$ cat src/rtl/spsw_pkg.sv
// Shared constants for the segmented prime sieve window block.
// No dependencies; used by the remainder pipeline and the top level.
package spsw_pkg;

  // Width of the query range bounds and of the window index.
  localparam int FIELD_W = 30;
  localparam int IDX_W   = 10;

  // Width of the result mask, the largest window supported.
  localparam int MASK_W  = 64;
  localparam int MASK_IW = 6;

  // Window start: 30-bit bound plus up to 1023 windows of 128 values.
  localparam int START_W = 31;

endpackage

$ cat src/rtl/spsw_rem_pipe.sv
// Pipelined restoring remainder: window start modulo one base prime per cycle while adv is high.
// Depends on spsw_pkg for the start width.
module spsw_rem_pipe
  import spsw_pkg::*;
#(
  parameter int PW = 15
) (
  input  logic               clk,
  input  logic               rst,
  input  logic               adv,
  input  logic               in_vld,
  input  logic               in_last,
  input  logic [PW-1:0]      in_p,
  input  logic [START_W-1:0] start,
  output logic               out_vld,
  output logic               out_last,
  output logic [PW-1:0]      out_p,
  output logic [PW-1:0]      out_rem
);

  logic [PW-1:0] st_p   [START_W];
  logic [PW-1:0] st_rem [START_W];
  logic          st_vld [START_W];
  logic          st_last[START_W];

  // One dividend bit per stage, most significant first.
  for (genvar i = 0; i < START_W; i++) begin : g_stage
    logic [PW-1:0] p_in;
    logic [PW-1:0] rem_in;
    logic          vld_in;
    logic          last_in;
    logic [PW:0]   shifted;
    logic [PW:0]   diff;

    if (i == 0) begin : g_first
      assign p_in    = in_p;
      assign rem_in  = '0;
      assign vld_in  = in_vld;
      assign last_in = in_last;
    end else begin : g_rest
      assign p_in    = st_p[i-1];
      assign rem_in  = st_rem[i-1];
      assign vld_in  = st_vld[i-1];
      assign last_in = st_last[i-1];
    end

    assign shifted = {rem_in, start[START_W-1-i]};
    assign diff    = shifted - {1'b0, p_in};

    always_ff @(posedge clk) begin
      if (rst) begin
        st_vld[i]  <= 1'b0;
        st_last[i] <= 1'b0;
      end else if (adv) begin
        st_vld[i]  <= vld_in;
        st_last[i] <= last_in;
      end
    end

    always_ff @(posedge clk) begin
      if (adv) begin
        st_p[i]   <= p_in;
        st_rem[i] <= (shifted >= {1'b0, p_in}) ? diff[PW-1:0] : shifted[PW-1:0];
      end
    end
  end

  assign out_vld  = st_vld[START_W-1];
  assign out_last = st_last[START_W-1];
  assign out_p    = st_p[START_W-1];
  assign out_rem  = st_rem[START_W-1];

endmodule
$ cat config.mk
export PLATFORM = sky130hd
export DESIGN_NAME = spsw_rem_pipe
export DESIGN_NICKNAME = d
export VERILOG_FILES = /design/src/rtl/spsw_pkg.sv /design/src/rtl/spsw_rem_pipe.sv
export SDC_FILE = /design/constraint.sdc
export NUM_CORES = 2
export LEC_CHECK = 0
export BUFFER_PORTS_ARGS = -buffer_cell sky130_fd_sc_hd__buf_2
export CORE_MARGIN = 3
export CORE_UTILIZATION = 34
export DETAILED_ROUTE_END_ITERATION = 16
export PLACE_DENSITY_LB_ADDON = 0.12
export RECOVER_POWER = 100
export SETUP_SLACK_MARGIN = 0.05
export SLEW_MARGIN = 20
export SYNTH_ARGS = -nofsm -noshare
export SYNTH_HDL_FRONTEND = slang
export SYNTH_SLANG_ARGS = --single-unit
$ cat constraint.sdc
create_clock -name clk -period 3.95 [get_ports clk]
set_input_delay 0.5925 -clock clk [delete_from_list [all_inputs] [get_ports clk]]
set_output_delay 0.5925 -clock clk [all_outputs]
set_load 0.01 [all_outputs]
; ---- Yosys cells after proc, flatten, opt, wreduce, memory -nomap -nowiden
; Memories as Yosys holds them, arrays and structs flattened.
; Cells that the tools add are included.
[totals]
register_bits = 0
mem_bits_rw = 992
out_inout_bits = 32
elab_cells = 227
n_memories = 4
[memory_table]
columns = memory, depth, width, rd, rd_ports_with_merged_regs, wr, line
row1 = st_p, 31, 15, 31, 0, 31, spsw_rem_pipe.sv:21  ; logic [PW-1:0] st_p [START_W];
row2 = st_rem, 31, 15, 31, 0, 31, spsw_rem_pipe.sv:22  ; logic [PW-1:0] st_rem [START_W];
row3 = st_last, 31, 1, 31, 0, 31, spsw_rem_pipe.sv:24  ; logic st_last[START_W];
row4 = st_vld, 31, 1, 31, 0, 31, spsw_rem_pipe.sv:23  ; logic st_vld [START_W];
[op_classes]
n_addsub = 31
n_lt_le_gt_ge = 31
mux = 99
bitwise = 62
[ops]
columns = cell, count
row1 = $ge A16 B15 Y1, 30
row2 = $mux W15, 31
row3 = $sub A15 B15 Y15, 30
row4 = $mux W1, 68
row5 = $or A1 B1 Y1, 62
row6 = $ge A1 B15 Y1, 1
row7 = $sub A1 B15 Y15, 1

; ---- Logic depth before layout (Yosys ltp)
[logic_depth]
ltp_word = 4
depth_mapped = 13
ltp_nobuf = 11

; ---- Worst setup path after synthesis
; Ideal clock, no wire load.
[synth_path]
path_kind = input port to flip-flop
startpoint = input start[23]
endpoint = memory st_rem[7][7], in the netlist st_rem[0][112], data pin
setup_time_ns = 0.260
t_arrival_ns = 3.146
path_slack_ns = 0.543
stages = 12
n_path_buf = 1
path_cell_list = inv_1 > ha_1 > fa_1 > nor2b_1 > o31a_1 > or4_4 > a31oi_4 > o31a_1 > o21ai_2 > a311oi_4 > buf_8 > mux2_4
[synth_rtl]
columns = element, line
row1 = from (decl), spsw_rem_pipe.sv:14  ; input logic [START_W-1:0] start,
row2 = to (decl), spsw_rem_pipe.sv:22

==> impl_metrics.env <==
export IMPL_grt_max_degree=149
export IMPL_dpl_hpwl_um=92900
export IMPL_ys_seq_elements=992
export IMPL_critPathBufInv=2
export IMPL_synth_seq_area_share_pct=52.0
export IMPL_layout_common_cells="edfxtp_1, inv_1, ha_1"
export IMPL_vias=36700
export IMPL_final_nets=5718
export IMPL_layout_commonest_cell="edfxtp_1"
export IMPL_p_comb_share_pct=45.1
export IMPL_critPathLaunch="st_p[0][92]"
export IMPL_cts_max_level=3
export IMPL_diodes=0
export IMPL_max_vdd_ir_drop_uv=435
export IMPL_critPathTopFamily="compound AO/OA/AOI/OAI gates"
export IMPL_wl_per_cell_um=16.6
export IMPL_first_iter_violations=1798
export IMPL_min_from="in_vld"
export IMPL_portBuffers=82
export IMPL_hold_viol_final=0
export IMPL_yosysWarnings=0
export IMPL_fin_tns_setup_ns=0
export IMPL_cts_num_sinks=992
export IMPL_worst_pin_slew_ns=3.09
export IMPL_max_cap_violations=1
export IMPL_postSynthCellCount=4982
export IMPL_leakagePower_uw=0.0259
export IMPL_hold_path_class="in2reg"
export IMPL_relSlewSlack_pct=-106
export IMPL_avgViaCountPerCell=4.90
export IMPL_power_internal_uw=33900
export IMPL_start_util_pct=34.3
export IMPL_startpoint_type="register"
export IMPL_fin_crit_ns=3.54
export IMPL_pin_count=83
export IMPL_drc_errors=0
export IMPL_worst_r2r_path_depth=11
export IMPL_area_delta_synth_final_pct=12.8
export IMPL_r2r_start="st_p[0][92]"
export IMPL_rsz0062_at_grt="false"
export IMPL_die_height_um=417
export IMPL_clock_skew_ns=0.0314
export IMPL_track_usage_pct=14.2
export IMPL_outcome="finished with violations"
export IMPL_gp_congestion=0.866
export IMPL_async_flop_share_pct=0
export IMPL_clockPowerShare_pct=20.9
export IMPL_drv_slew=26
export IMPL_worst_path_stages=11
export IMPL_crit_path_max_incr_delay_ns=0.43
export IMPL_ys_types=80
export IMPL_syn_nets=5515
export IMPL_grt_pass1_wl_um=200000
export IMPL_power_density_nw_per_um2=820
export IMPL_power_switching_uw=19100
export IMPL_swShare_pct=36.0
export IMPL_ys_flop_type="edfxtp_1"
export IMPL_drive_gt1_share_pct=9.76
export IMPL_grt_pass1_vias=37200
export IMPL_firstDrtPassIters=5
export IMPL_antenna_found_initial=4
export IMPL_cts_buffer_depth=3
export IMPL_crit_type="reg2reg"
export IMPL_core_area_um2=167000
export IMPL_violations="max-capacitance violations, max-slew violations"
export IMPL_worstHoldPathCells=2
export IMPL_synth_edf_count=992
export IMPL_cp_common_cell="o31a_1"
export IMPL_final_core_utilization_pct=38.7
export IMPL_setup_viol=0
export IMPL_clk_pin_slew_ns=0.06
export IMPL_synth_area_um2=57300
export IMPL_avgSynthCellArea_um2=11.5
export IMPL_cts_buffers=117
export IMPL_num_rows=150
export IMPL_dieArea_um2=173000
export IMPL_critPathCaptureType="register"
export IMPL_wirelength_um=125000
export IMPL_slowest_stage="or4_4"
export IMPL_cts_root_buffer="clkbuf_16"
export IMPL_fmaxAchievable_mhz=283
export IMPL_post_route_period_util_pct=89.6
export IMPL_grt_overflow=0
export IMPL_fin_total_pwr_uw=53000
export IMPL_cp_max_fo=15
export IMPL_crit_chain="inv_1 -> ha_1 -> nor2b_1 -> o31a_1 -> or4_4 -> a31oi_4 -> o31a_1 -> o21ai_2 -> a311oi_4 -> clkbuf_2 -> mux2_1"
export IMPL_pwr_share_seq_pct=34.0
export IMPL_required_ns=4.42
export IMPL_insertion_delay_ns=0.73
export IMPL_dieWidth_um=417
export IMPL_ant_nets=0
export IMPL_cp_arrival_ns=4.01
export IMPL_num_fill_cells=16100
export IMPL_cts_tree="built"
final cells by class:
type	instances	area, um2	share of cell area [%]
Sequential cell	992	29800	46.1
Multi-Input combinational cell	3355	25100	38.8
Clock buffer	140	3040	4.69
Tap cell	2204	2760	4.27
Inverter	556	2090	3.23
Timing Repair Buffer	163	956	1.48
Clock inverter	80	931	1.44
path summary, 6_finish.rpt:
check / end / slack [ns]
setup reg to reg: st_rem[0][118] / 0.41
hold reg to reg: st_p[1][88] / 0.43
setup / recovery: st_rem[0][118] / 0.41
hold / removal: st_vld[0][0] / 0.13
layer usage:
layer	GRT usage, %	vias to the layer above	wire (um)
met4	4.29	0	3750
met2	24.8	452	60400
met3	2.08	214	3710
met5	0	-	0
li1	-	18700	-
met1	18.3	17300	56800
state kept, by name, summed over array words and instances (netlist names):
name and flops:
st_p 465, st_last 31, st_vld 31, st_rem 465
power by group through the flow:
| stage | clock [uW] | sequential (uW) | combinational, uW |
|---|---|---|---|
| floorplan | 0 | 17100 | 19300 |
| global placement | 0 | 18400 | 24100 |
| detailed placement | 0 | 18200 | 24200 |
| CTS | 11600 | 18100 | 24500 |
| global route | 12000 | 18300 | 27100 |
| finish | 11100 | 18000 | 23900 |
Yosys cell counts, types with 9 or more instances:
| master | count | area share (%) |
|---|---|---|
| a2111oi_0 | 9 | 0.14 |
| a211o_1 | 16 | 0.24 |
| a211oi_1 | 41 | 0.54 |
| a21boi_0 | 18 | 0.24 |
| a21o_1 | 109 | 1.4 |
| a21oi_1 | 310 | 2.7 |
| a31oi_1 | 43 | 0.47 |
| and2_1 | 67 | 0.73 |
| and3_1 | 19 | 0.21 |
| buf_2 | 12 | 0.10 |
| clkbuf_1 | 58 | 0.38 |
| edfxtp_1 | 992 | 52 |
| fa_1 | 30 | 1.0 |
| ha_1 | 452 | 9.9 |
| inv_1 | 556 | 3.6 |
| mux2_2 | 245 | 4.8 |
| mux2i_1 | 43 | 0.75 |
| nand2_1 | 310 | 2.0 |
| nand2b_1 | 67 | 0.73 |
| nand3_1 | 64 | 0.56 |
| nand4_1 | 51 | 0.56 |
| nor2_1 | 278 | 1.8 |
| nor2b_1 | 85 | 0.93 |
| nor3_1 | 70 | 0.61 |
| nor4_1 | 22 | 0.24 |
| o2111ai_1 | 9 | 0.14 |
| o211ai_1 | 18 | 0.24 |
| o21a_1 | 92 | 1.2 |
| o21ai_0 | 306 | 2.7 |
| o21bai_1 | 47 | 0.62 |
| o31a_1 | 30 | 0.46 |
| o31ai_1 | 39 | 0.51 |
| o41ai_1 | 12 | 0.18 |
| or2_2 | 13 | 0.14 |
| or3_1 | 11 | 0.12 |
| xnor2_1 | 192 | 2.9 |
| xor2_1 | 108 | 1.7 |
cell families (layout without fill, tap and decap cells):
logic type      after synthesis  in the layout  synth area share, %
buf+inv                     635            939                 4.23
compound gates             1186           1186                 13.3
simple gates               1092           1092                 9.19
xor+xnor                    300            300                 4.59
mux                         295            295                 5.75
fa+ha+maj                   482            482                 10.9
flops                       992            992                 52.0
timing repair:
item	4_1_cts	5_1_grt
resized for setup	0	0
setup buffers	0	0
hold endpoints to repair	14	0
hold buffers	14	0
stage by stage:
| stage | instance area [um2] | hold WS (ns) | std cells | setup WS [ns] |
|---|---|---|---|---|
| 2_1_floorplan | 57300 | 0.426 | 4982 | 0.543 |
| 3_3_place_gp | 60800 | 0.435 | 7255 | 0.319 |
| 3_5_place_dp | 60800 | 0.435 | 7255 | 0.296 |
| 4_1_cts | 64900 | 0.0104 | 7489 | 0.557 |
| 5_1_grt | 64700 | 0.0666 | 7490 | 0.158 |
| 6_report | 64700 | 0.127 | 7490 | 0.411 |
worst register-to-register path, cell delays in order, from the launching register on:
cell and delay [ns]:
edfxtp_1 0.40, inv_1 0.06, ha_1 0.35, nor2b_1 0.17, o31a_1 0.27, or4_4 0.43
a31oi_4 0.23, o31a_1 0.19, o21ai_2 0.08, a311oi_4 0.30, clkbuf_2 0.42, mux2_1 0.37
No activity file was read; power rests on OpenSTA's default activity.
